## config.mk

```make
export PLATFORM = sky130hd
export DESIGN_NAME = tans_ctrl
export DESIGN_NICKNAME = d
export VERILOG_FILES = /design/src/rtl/core/tans_pkg.sv /design/src/rtl/core/tans_ctrl.sv
export SDC_FILE = /design/constraint.sdc
export NUM_CORES = 1
export LEC_CHECK = 0
export BUFFER_PORTS_ARGS = -buffer_cell sky130_fd_sc_hd__clkbuf_2
export CAP_MARGIN = 20
export CORE_AREA = 5 5 42 44
export DETAILED_ROUTE_END_ITERATION = 16
export DIE_AREA = 0 0 47 49
export GPL_TIMING_DRIVEN = 0
export MAX_ROUTING_LAYER = met4
export PLACE_DENSITY = 0.66
export SLEW_MARGIN = 0
export SYNTH_ARGS = -nofsm -noshare
export SYNTH_HDL_FRONTEND = slang
export SYNTH_SLANG_ARGS = --single-unit
```

## constraint.sdc

```tcl
create_clock -name clock -period 1.95 [get_ports clock]
set_input_delay 0.585 -clock clock [delete_from_list [all_inputs] [get_ports clock]]
set_output_delay 0.585 -clock clock [all_outputs]
set_load 0.1 [all_outputs]
```

## src/rtl/core/tans_pkg.sv

```systemverilog
// ----------------------------------------------------------------------------
// tans_pkg
// shared types, constants and helpers of the tans symbol decoder
// ----------------------------------------------------------------------------
package tans_pkg;
   localparam int MaxSymbols  = 256;
   localparam int MaxTableLog = 12;
   localparam int MinLog      = 5;
   localparam int PeekWidth   = 12;

   localparam logic [2:0] CMD_LOAD   = 3'd0;
   localparam logic [2:0] CMD_BUILD  = 3'd1;
   localparam logic [2:0] CMD_INIT   = 3'd2;
   localparam logic [2:0] CMD_DECODE = 3'd3;
   localparam logic [2:0] CMD_FINISH = 3'd4;

   localparam logic [1:0] REG_TABLE_LOG   = 2'd0;
   localparam logic [1:0] REG_NUM_SYMBOLS = 2'd1;

   typedef struct packed {
      logic [2:0]  cmd;
      logic [7:0]  symbol_index;
      logic [12:0] count;
      logic [11:0] peek_bits;
   } req_type;

   typedef struct packed {
      logic [7:0] symbol;
      logic [3:0] bits_used;
      logic       status;
   } rsp_type;

   // controller to datapath commands
   typedef struct packed {
      logic clr_sum;     // clear build accumulators
      logic sum_rd;      // read count at sym counter (sum phase)
      logic sum_acc;     // accumulate read count
      logic spr_wr;      // write symbol at pos, advance
      logic spr_nxt;     // next symbol, write next_counter
      logic fin_rd;      // read table entry sym at index i
      logic fin_rd2;     // latch entry symbol, addressing next_counter
      logic fin_wr;      // write entry fields, bump counter
      logic dec_rd;      // read table at state
      logic dec_upd;     // update state and emit
      logic load_wr;     // write count store
      logic init_upd;    // load state from peek
      logic emit;        // emit generic result
   } ctl_type;

   typedef struct packed {
      logic sym_last;    // symbol counter at last symbol
      logic cnt_done;    // spread count for symbol reached
      logic idx_last;    // finalize index at last entry
      logic sum_bad;     // sum differs from size
   } sts_type;

   // position of the most significant set bit
   function automatic logic [3:0] top_bit(input logic [12:0] v);
      logic [3:0] r;
      r = '0;
      for (int k = 1; k < 13; k++) if (v[k]) r = 4'(k);
      return r;
   endfunction
endpackage

```

## src/rtl/core/tans_ctrl.sv

```systemverilog
// ----------------------------------------------------------------------------
// tans_ctrl
// command sequencer of the tans symbol decoder
// ----------------------------------------------------------------------------
module tans_ctrl import tans_pkg::*; (
   input  logic       clock,
   input  logic       reset,
   input  logic       start,
   input  logic [2:0] cmd,
   input  sts_type    sts,
   output ctl_type    ctl,
   output logic       busy,
   output logic       done
);
   localparam logic [3:0] S_IDLE = 4'd0, S_EXEC = 4'd1, S_SRD = 4'd2, S_SACC = 4'd3,
                          S_CHK = 4'd4, S_PRD = 4'd5, S_PWAIT = 4'd6, S_PLOOP = 4'd7,
                          S_FRD = 4'd8, S_FRD2 = 4'd9, S_FWR = 4'd10, S_DRD = 4'd11,
                          S_DUPD = 4'd12, S_DONE = 4'd13;
   logic [3:0] state_ff, state_in;

   always_comb begin
      state_in = state_ff;
      ctl = '0;
      done = 1'b0;
      unique case (state_ff)
         S_IDLE: if (start) state_in = S_EXEC;
         S_EXEC: begin
            unique case (cmd)
               CMD_LOAD:   begin ctl.load_wr = 1'b1; done = 1'b1; state_in = S_IDLE; end
               CMD_BUILD:  begin ctl.clr_sum = 1'b1; state_in = S_SRD; end
               CMD_INIT:   begin ctl.init_upd = 1'b1; done = 1'b1; state_in = S_IDLE; end
               CMD_DECODE: begin ctl.dec_rd = 1'b1; state_in = S_DUPD; end
               default:    begin done = 1'b1; state_in = S_IDLE; end
            endcase
         end
         S_SRD:  state_in = S_SACC;
         S_SACC: begin
            ctl.sum_acc = 1'b1;
            state_in = sts.sym_last ? S_CHK : S_SRD;
         end
         S_CHK: begin
            if (sts.sum_bad) begin done = 1'b1; state_in = S_IDLE; end
            else state_in = S_PRD;
         end
         S_PRD:   state_in = S_PWAIT;
         S_PWAIT: state_in = S_PLOOP;
         S_PLOOP: begin
            if (sts.cnt_done) begin
               ctl.spr_nxt = 1'b1;
               state_in = sts.sym_last ? S_FRD : S_PRD;
            end else begin
               ctl.spr_wr = 1'b1;
               state_in = S_PWAIT;
            end
         end
         S_FRD:  begin ctl.fin_rd = 1'b1; state_in = S_FRD2; end
         S_FRD2: begin ctl.fin_rd2 = 1'b1; ctl.fin_rd = 1'b1; state_in = S_DONE; end
         S_DONE: begin ctl.fin_rd = 1'b1; state_in = S_FWR; end
         S_FWR: begin
            ctl.fin_wr = 1'b1;
            if (sts.idx_last) begin done = 1'b1; state_in = S_IDLE; end
            else state_in = S_FRD;
         end
         S_DRD:  state_in = S_DUPD;
         S_DUPD: begin ctl.dec_upd = 1'b1; done = 1'b1; state_in = S_IDLE; end
         default: state_in = S_IDLE;
      endcase
   end

   assign busy = (state_ff != S_IDLE);

   always_ff @(posedge clock) begin
      if (reset) state_ff <= S_IDLE;
      else state_ff <= state_in;
   end
endmodule

```

==> results of run 1 <==
[worst max-delay path: stages, from the launching register on]
cell        delay [ns]
dfxtp_4           0.35
nand2b_4          0.14
or4_4             0.43
or3_4             0.37
clkinvlp_4        0.10
clkbuf_16         0.19
[worst max path at each step]
stage          endpoint
2_1_floorplan    ctl[2]
3_5_place_dp    ctl[12]
3_3_place_gp    ctl[12]
4_1_cts         ctl[12]
5_1_grt         ctl[12]
6_report        ctl[12]
[cell type report]
type | count | area (um2)
Multi-Input combinational cell | 55 | 508
Fill cell | 79 | 251
Tap cell | 16 | 20.0
Clock buffer | 3 | 22.5
Sequential cell | 4 | 88.8
Timing Repair Buffer | 34 | 410
Inverter | 6 | 40.0
Buffer | 6 | 60.1
[cell families (layout without fill, tap and decap cells)]
| group | after synthesis | after routing | synth area share |
|---|---|---|---|
| simple gates | 31 | 31 | 0.369 |
| flops | 4 | 4 | 0.179 |
| other cells | 1 | 2 | 0.00837 |
| compound gates | 22 | 22 | 0.321 |
| buf+inv | 12 | 49 | 0.123 |
[stage by stage]
stage               power [mW]  area (um2)  hold WS (ns)  TNS (ns)   util
global route             0.498        1150         0.722     -2.07  0.821
detailed placement       0.281         762         0.699     -2.24  0.544
CTS                      0.439        1070         0.702     -1.38  0.762
floorplan                0.244         632         0.635     -1.08      -
finish                   0.482        1150         0.696     -1.79  0.821
global placement         0.279         762         0.691     -2.21  0.544
[routing by layer]
metal | up-vias | GRT usage
met5 | - | -
met4 | 0 | 0.106
met3 | 12 | 0.0258
met2 | 24 | 0.305
met1 | 332 | 0.259
li1 | 317 | -
[where the power goes]
group / internal, mW / switching [mW] / total [mW]
registers: 0.0850 / 0.00590 / 0.0909
logic: 0.106 / 0.163 / 0.269
clock network: 0.0701 / 0.0523 / 0.122
total: 0.261 / 0.221 / 0.482
[cell usage in the layout, fill, tap and decap left out, types with 2 or more instances in the layout]
cell type	Yosys	final
buf_4	2	14
clkbuf_2	0	8
clkbuf_16	0	7
nor2_4	0	6
nand2b_1	6	5
o21ai_0	7	5
buf_6	0	4
clkbuf_4	0	4
nor3_4	0	3
a21oi_1	3	3
nand2_4	0	2
nand2b_4	1	2
buf_8	0	2
and3_4	0	2
clkinvlp_4	0	2
nand2_1	5	2
conb_1	1	2
buf_12	0	2
clkbuf_8	0	2
dfxtp_4	0	2
[what timing repair did]
item / CTS / global route
resized for setup: 41 / 21
endpoints found under the setup margin: 13 / 12
cloned: 0 / 0
buffers inserted: 9 / 4
pin swaps: 4 / 5
==> results by group, run 1 <==
Run status
  – Status: complete, but fails checks
  – Failing checks: setup timing

Detailed routing
  – Met2 wire length: 1150 um
  – Routed wl met3: 97 um
  – DR WL/cell: 18.6 um
  – Wl on met1: 951 um
  – Top sig layer: met4
  – Via-per-instance ratio: 5.52
  – Post-DRT Antenna Nets: 0
  – Final WL: 2310 um
  – Violation count after the first detailed-route iteration: 13
  – DRC: 0
  – First-pass DRT Iterations: 4
  – Vias: 685

Timing
  – Count of final setup violators: 8
  – Minimum clock period: 2.44 ns
  – RSZ-0062 raised after global routing: yes
  – Pins Over Slew Limit: 0
  – Peak Freq: 409 MHz
  – Final Hold Vio Count: 0
  – Tcrit/Tclk final: 1.25
  – Setup WS post-layout: -0.492 ns
  – Clock skew: 0.0129 ns

Logic synthesis
  – Area contributors post-synth: dfxtp_1, nand2b_1, o21ai_0
  – Avg Inst Size Synth: 6.40 um2
  – Most frequent cell after synthesis: nor2_1
  – Syn Inst Count: 70
  – Post-synthesis register bit count: 4
  – Most area-hungry cell type in the Yosys netlist: dfxtp_1
  – Synth Cell Area: 448 um2
  – Post-synth EDFFs: 0
  – Sequential area share after synthesis: 0.179
  – Total number of yosys warnings: 0
  – Post-synth cell types: 31
  – Synth top area share: 0.179
  – Asr flop ratio synth: 0
  – Most used DFF post-synth: dfxtp_1
  – Post-synth top cells: nor2_1, o21ai_0, inv_1, nand2b_1, nand2_1

CTS
  – # hold bufs at CTS: 0
  – Clk Latency, worst-skew pair: 0.27 ns
  – Clk root buf: clkbuf_4
  – Clk sink count: 4
  – Clock Pin Slew Worst Setup and Hold Paths: 0.05 ns
  – Clock tree buffer depth: 2
  – H-tree depth: 1
  – Total CTS buffers: 3
  – CTS tree: built

Global routing
  – Gr usage total: 0.204
  – First-pass GRT wire length: 3260 um
  – Initial antenna violation count: 0
  – Vias in the first global route: 661
  – Largest net degree at the start of global routing: 11
  – GRT overflow: 0

Placed design
  – Hpwl dp: 1160 um
  – Number of port buffers: 22
  – Placed cell count: 109
  – GP Congestion: 0.786
  – Setup WS pre-CTS: -0.781 ns

Worst setup path
  – Flop2flop setup slack: 0.47 ns
  – Worst setup EP type: primary output
  – Setup CP Type: register to primary output
  – R2R cell count: 4
  – Startpoint Class: register
  – Data required, critical path: 1.36 ns
  – Crit path DAT: 1.86 ns
  – FF-to-FF End: state_ff[1]$_SDFFE_PP0P_
  – CP max FO: 4
  – RR Startpoint: state_ff[3]$_SDFFE_PP0P_
  – Crit path launch: state_ff[3]$_SDFFE_PP0P_

Floorplanning
  – Starting Density: 0.320
  – # IOs: 25
  – Die Span X: 47 um
  – Row cnt: 14
  – Die area: 2300 um2
  – Core Area: 1400 um2
  – Die Y: 49 um

Min path
  – Worst hold path stage count: 3
  – Worst min-delay path category: input port to register
  – Hold Path Sink: state_ff[1]$_SDFFE_PP0P_
  – Startpoint of the worst hold path: start

Power and ir drop
  – Lkg Pwr: 0.469 nW
  – Worst VDD drop: 230 uV
  – PD cells: 419 nW/um2

Finish
  – Area growth, synth to finish: 157%
  – Top reg by flops: state_ff
  – N_diodes: 0
  – Final non-filler cell total: 124
  – Top Registers: state_ff (4)
  – Share of cells above drive strength 1: 0.722
  – # nets final: 120
  – Largest register FFs: 4

Flow run
  – MaxCap Viol Count: 0
Power figures use the tool's default switching activity.
==> inputs of run 2 (changes only) <==
Settings changed: PLACE_DENSITY 0.66 to not set.
Clock period 1.95 ns to 2.8 ns, I/O delays scaled along.
==> run 2 against run 1 <==
  * The run still ends with setup timing left
  * Critical endpoint unchanged
  * Critical path depth unchanged
  * Via count shrank 12%
  * Worst setup slack improved by 0.38 ns
  * Largest cell class unchanged
  * Worst hold slack gained 0.0094 ns
==> results by group, run 2 (synthesis results as in run 1) <==
CTS
  – Clk sink count: 4
  – # hold bufs at CTS: 0
  – Clk Latency, worst-skew pair: 0.24 ns
  – Cells resized by post-CTS repair: 6
  – Post CTS Setup Buffer Count: 0
  – Clock tree buffer depth: 2
  – H-tree depth: 1
  – Total CTS buffers: 3
  – CTS tree: built
  – Clock Pin Slew Worst Setup and Hold Paths: 0.03 ns
  – Clk root buf: clkbuf_4

Worst setup path
  – Setup CP Type: input port to primary output
  – Worst path cell trace: buf_6 > or4_4 > or3_4 > clkinvlp_4 > clkbuf_16
  – Worst setup EP type: primary output
  – CP max FO: 3
  – R2R cell count: 4
  – Crit-path leading delay family: simple AND/OR/NAND/NOR gates
  – Largest stage delay, worst path: 0.49 ns
  – WP buf/inv: 3
  – FF-to-FF End: state_ff[1]$_SDFFE_PP0P_
  – Slowest library cell on the worst path: or4_4
  – Data required, critical path: 1.96 ns
  – Worst path depth: 5
  – RR Startpoint: state_ff[3]$_SDFFE_PP0P_
  – Crit path DAT: 2.08 ns
  – Crit path launch: cmd[2]
  – Worst setup path endpoint: ctl[12]
  – Startpoint Class: input port
  – Flop2flop setup slack: 1.27 ns

Floorplanning
  – # IOs: 25
  – Row cnt: 14
  – Die area: 2300 um2
  – Die Span X: 47 um
  – Starting Density: 0.320
  – Die Y: 49 um
  – Core Area: 1400 um2

Power and ir drop
  – Comb power frac: 0.468
  – Sw frac: 0.457
  – Clk pwr share: 0.290
  – Worst VDD drop: 222 uV
  – PD cells: 367 nW/um2
  – Lkg Pwr: 0.322 nW
  – Sequential power share: 0.242
  – Sw Pwr: 0.118 mW
  – Internal: 0.140 mW
  – Final Power: 0.258 mW

Finish
  – Top Registers: state_ff (4)
  – Top reg by flops: state_ff
  – Largest register FFs: 4
  – Most frequent cells in the layout: clkbuf_2, nor2_1, o21ai_0, nand2b_1
  – Area growth, synth to finish: 56.7%
  – Core Util, Final: 0.501
  – Commonest non-fill, non-tap cell in the layout: clkbuf_2
  – FILL cells: 161
  – Share of cells above drive strength 1: 0.417
  – # nets final: 108
  – N_diodes: 0

Detailed routing
  – DRC: 0
  – Vias: 601
  – First-pass DRT Iterations: 4
  – Final WL: 1320 um
  – Violation count after the first detailed-route iteration: 20
  – Post-DRT Antenna Nets: 0
  – DR WL/cell: 11.8 um
  – Via-per-instance ratio: 5.37

Timing
  – Count of final setup violators: 1
  – Worst-Margin Slew: 0.541 ns
  – Clock skew: 0.00759 ns
  – Slew HR: 0.641
  – Minimum clock period: 2.92 ns
  – Setup WS post-layout: -0.117 ns
  – Peak Freq: 343 MHz
  – Pins Over Slew Limit: 0
  – RSZ-0062 raised after global routing: yes
  – Final Hold Vio Count: 0
  – Tcrit/Tclk final: 1.04

Global routing
  – Vias in the first global route: 561
  – GRT overflow: 0
  – Largest net degree at the start of global routing: 11
  – Gr usage total: 0.133
  – First-pass GRT wire length: 2240 um
  – Initial antenna violation count: 0

Min path
  – Worst min-delay path category: register to register

Placed design
  – Hpwl dp: 1070 um
  – GP Congestion: 0.803
  – Setup WS pre-CTS: -0.369 ns
  – Number of port buffers: 22

Run status
  – Failing checks: setup timing
  – Status: complete, but fails checks

Flow run
  – MaxCap Viol Count: 0
## run 2: changes by cell type in the layout (fill, tap and decap cells not counted), sizes merged
cell	change
buf	-15
clkbuf	+3
clkinvlp	-1
inv	+1
## run 2: worst min path at each step
stage,start,end,slack (ns),cells after the start
6_report,state_ff[1]$_SDFFE_PP0P_,state_ff[1]$_SDFFE_PP0P_,0.71,3
5_1_grt,state_ff[1]$_SDFFE_PP0P_,state_ff[1]$_SDFFE_PP0P_,0.74,3
3_3_place_gp,state_ff[2]$_SDFFE_PP0P_,state_ff[1]$_SDFFE_PP0P_,0.71,3
2_1_floorplan,state_ff[2]$_SDFFE_PP0P_,state_ff[2]$_SDFFE_PP0P_,0.64,4
4_1_cts,state_ff[1]$_SDFFE_PP0P_,state_ff[1]$_SDFFE_PP0P_,0.72,3
3_5_place_dp,state_ff[0]$_SDFFE_PP0P_,state_ff[0]$_SDFFE_PP0P_,0.71,3
## run 2: cell type report
type / instances / area, um2 / share of cell area
Inverter: 6 / 26.3 / 0.0374
Sequential cell: 4 / 80.1 / 0.114
Buffer: 6 / 33.8 / 0.0481
Multi-Input combinational cell: 55 / 375 / 0.535
Clock buffer: 3 / 22.5 / 0.0321
Tap cell: 16 / 20.0 / 0.0285
Timing Repair Buffer: 22 / 144 / 0.205
## run 2: layer usage
| layer | routed length [um] | track usage | vias up |
|---|---|---|---|
| met5 | 0 | - | - |
| met4 | 20 | 0.0691 | 0 |
| met3 | 131 | 0.0258 | 2 |
| met2 | 647 | 0.204 | 29 |
| met1 | 525 | 0.160 | 275 |
| li1 | - | - | 295 |
## run 2: power groups by stage
stage	combinational [mW]	clock [mW]	sequential, mW
6_report	0.121	0.0748	0.0623
4_1_cts	0.120	0.0781	0.0623
5_1_grt	0.128	0.0834	0.0624
3_3_place_gp	0.117	0	0.0632
3_5_place_dp	0.117	0	0.0632
2_1_floorplan	0.0940	0	0.0628
## run 2: worst reg2reg max path, stage by stage, from the launching register on
cell and delay [ns]:
dfxtp_1 0.33, nand2b_4 0.20, or4_4 0.45, or3_4 0.37, a21oi_2 0.12
## run 2: stage by stage
step | hold WS [ns] | setup TNS, ns | area [um2] | std cells
after floorplan | 0.642 | -0.240 | 514 | 71
after global placement | 0.706 | -0.426 | 644 | 109
after detailed placement | 0.707 | -0.431 | 644 | 109
after CTS | 0.716 | -0.131 | 693 | 112
after global routing | 0.738 | -0.149 | 702 | 112
final | 0.705 | -0.117 | 702 | 112
==> inputs of run 3 (changes only) <==
Settings changed: CORE_AREA 5 5 42 44 to not set, CORE_MARGIN set to 5, CORE_UTILIZATION set to 32, DIE_AREA 0 0 47 49 to not set.
==> run 3 against run 2 <==
  * The flow still finishes with violations (setup timing)
  * Flip-flop and latch count stayed put
  * Power fell by 1.5%
  * Clock skew fell by 0.0040 ns
  * Sequential share of layout area increased by 0.10 points
  * Count of clock-buffer cells in the layout is the same
  * Worst setup slack got worse by 0.010 ns
  * Die area is 2.4% lower
  * Final area decreased by 0.89%
  * Register-to-register slack about the same
  * Fmax fell by 0.35%
  * Via count down 5.0%
  * Wire length down 1.1%
==> results by group, run 3 (synthesis results as in run 1) <==
Run status
  – Status: complete, but fails checks
  – Failing checks: setup timing

Power and ir drop
  – Final Power: 0.254 mW
  – Lkg Pwr: 0.323 nW
  – Worst VDD drop: 312 uV
  – PD cells: 365 nW/um2

Timing
  – Setup WS post-layout: -0.127 ns
  – Worst-Margin Slew: 0.541 ns
  – RSZ-0062 raised after global routing: yes
  – Tcrit/Tclk final: 1.05
  – WHS: 0.699 ns
  – Clock skew: 0.00363 ns
  – Peak Freq: 342 MHz
  – Final Hold Vio Count: 0
  – Minimum clock period: 2.93 ns
  – Slew HR: 0.641
  – Count of final setup violators: 1
  – Pins Over Slew Limit: 0

Floorplanning
  – Die Y: 47.4 um
  – Die area: 2250 um2
  – Die Span X: 47.4 um
  – # IOs: 25
  – Starting Density: 0.340
  – Core Area: 1320 um2
  – Row cnt: 13

Placed design
  – Number of port buffers: 22
  – Placed cell count: 108
  – Setup WS pre-CTS: -0.362 ns
  – GP Congestion: 0.842
  – Hpwl dp: 1060 um

Worst setup path
  – CP max FO: 3
  – Startpoint Class: input port
  – Slowest library cell on the worst path: or4_4
  – Crit path DAT: 2.09 ns
  – Largest stage delay, worst path: 0.50 ns
  – Setup CP Type: input port to primary output
  – Worst setup EP type: primary output
  – Worst path cell trace: clkbuf_2 > or4_4 > or3_4 > clkinvlp_4 > clkbuf_16
  – Data required, critical path: 1.96 ns
  – WP buf/inv: 3
  – Crit-path leading delay family: simple AND/OR/NAND/NOR gates

CTS
  – Clock tree buffer depth: 2
  – Clk Latency, worst-skew pair: 0.24 ns
  – Clock Pin Slew Worst Setup and Hold Paths: 0.04 ns
  – Total CTS buffers: 3
  – Clk root buf: clkbuf_4
  – Post CTS Setup Buffer Count: 0
  – H-tree depth: 1
  – # hold bufs at CTS: 0
  – CTS tree: built
  – Clk sink count: 4

Detailed routing
  – Vias: 571
  – Via-per-instance ratio: 5.14
  – Final WL: 1310 um
  – DRC: 0
  – Post-DRT Antenna Nets: 0
  – DR WL/cell: 11.8 um
  – Violation count after the first detailed-route iteration: 9
  – First-pass DRT Iterations: 4

Finish
  – Area growth, synth to finish: 55.3%
  – Top reg by flops: state_ff
  – Area occupied by multi-input gates: 375 um2
  – Sequential cell area: 80.1 um2
  – Share of cells above drive strength 1: 0.427
  – Commonest non-fill, non-tap cell in the layout: clkbuf_2
  – FILL cells: 132
  – Largest register FFs: 4
  – N_diodes: 0
  – Most frequent cells in the layout: clkbuf_2, nor2_1, o21ai_0, nand2b_1, clkbuf_4
  – Final non-filler cell total: 111
  – # nets final: 108
  – Top Registers: state_ff (4)

Global routing
  – Vias in the first global route: 512
  – Initial antenna violation count: 0
  – First-pass GRT wire length: 2140 um
  – Largest net degree at the start of global routing: 11
  – Gr usage total: 0.137
  – GRT overflow: 0

Min path
  – Worst min-delay path category: register to register

Flow run
  – MaxCap Viol Count: 0
==> run 3: power breakdown <==
part	internal (mW)	switching (mW)	total (mW)	leakage (nW)
Clock	0.0479	0.0237	0.0717	0.0138
Sequential	0.0598	0.00278	0.0626	0.0325
Combinational	0.0310	0.0885	0.119	0.276
==> run 3: layout make-up <==
| type | instances | area share |
|---|---|---|
| Clock buffer | 3 | 0.0324 |
| Multi-Input combinational cell | 55 | 0.540 |
| Buffer | 6 | 0.0504 |
| Tap cell | 15 | 0.0270 |
| Inverter | 6 | 0.0378 |
| Timing Repair Buffer | 22 | 0.198 |
| Sequential cell | 4 | 0.115 |
==> run 3: per-stage QoR <==
step | TNS, ns | instance area [um2] | utilization
after global placement | -0.432 | 643 | 0.488
after global routing | -0.181 | 696 | 0.528
after floorplan | -0.240 | 514 | -
final | -0.127 | 696 | 0.528
after CTS | -0.126 | 692 | 0.525
after detailed placement | -0.436 | 643 | 0.488
==> run 3: worst paths after layout <==
kind	startpoint	to	cells after the start	slack [ns]
max	cmd[2]	ctl[12]	5	-0.13
min	state_ff[1]$_SDFFE_PP0P_	state_ff[1]$_SDFFE_PP0P_	3	0.70
max reg2reg	state_ff[3]$_SDFFE_PP0P_	state_ff[1]$_SDFFE_PP0P_	4	1.27
min reg2reg	state_ff[1]$_SDFFE_PP0P_	state_ff[1]$_SDFFE_PP0P_	3	0.70
==> run 3: what timing repair did <==
action | 4_1_cts | 5_1_grt
endpoints found under the setup margin | 3 | 4
gates resized for setup | 6 | 5
endpoints found under the hold margin | 0 | 0
==> run 3: per-layer routing <==
layer / track usage / part of all wire
met5: - / 0
met4: 0.0166 / 0
met3: 0.0451 / 0.078
met2: 0.222 / 0.46
met1: 0.170 / 0.46
==> run 3: tightest hold or removal path, cell delays in order, from the launching register on <==
cell     delay [ns]
dfxtp_1        0.33
or4_4          0.15
or3_4          0.14
a21oi_2        0.04
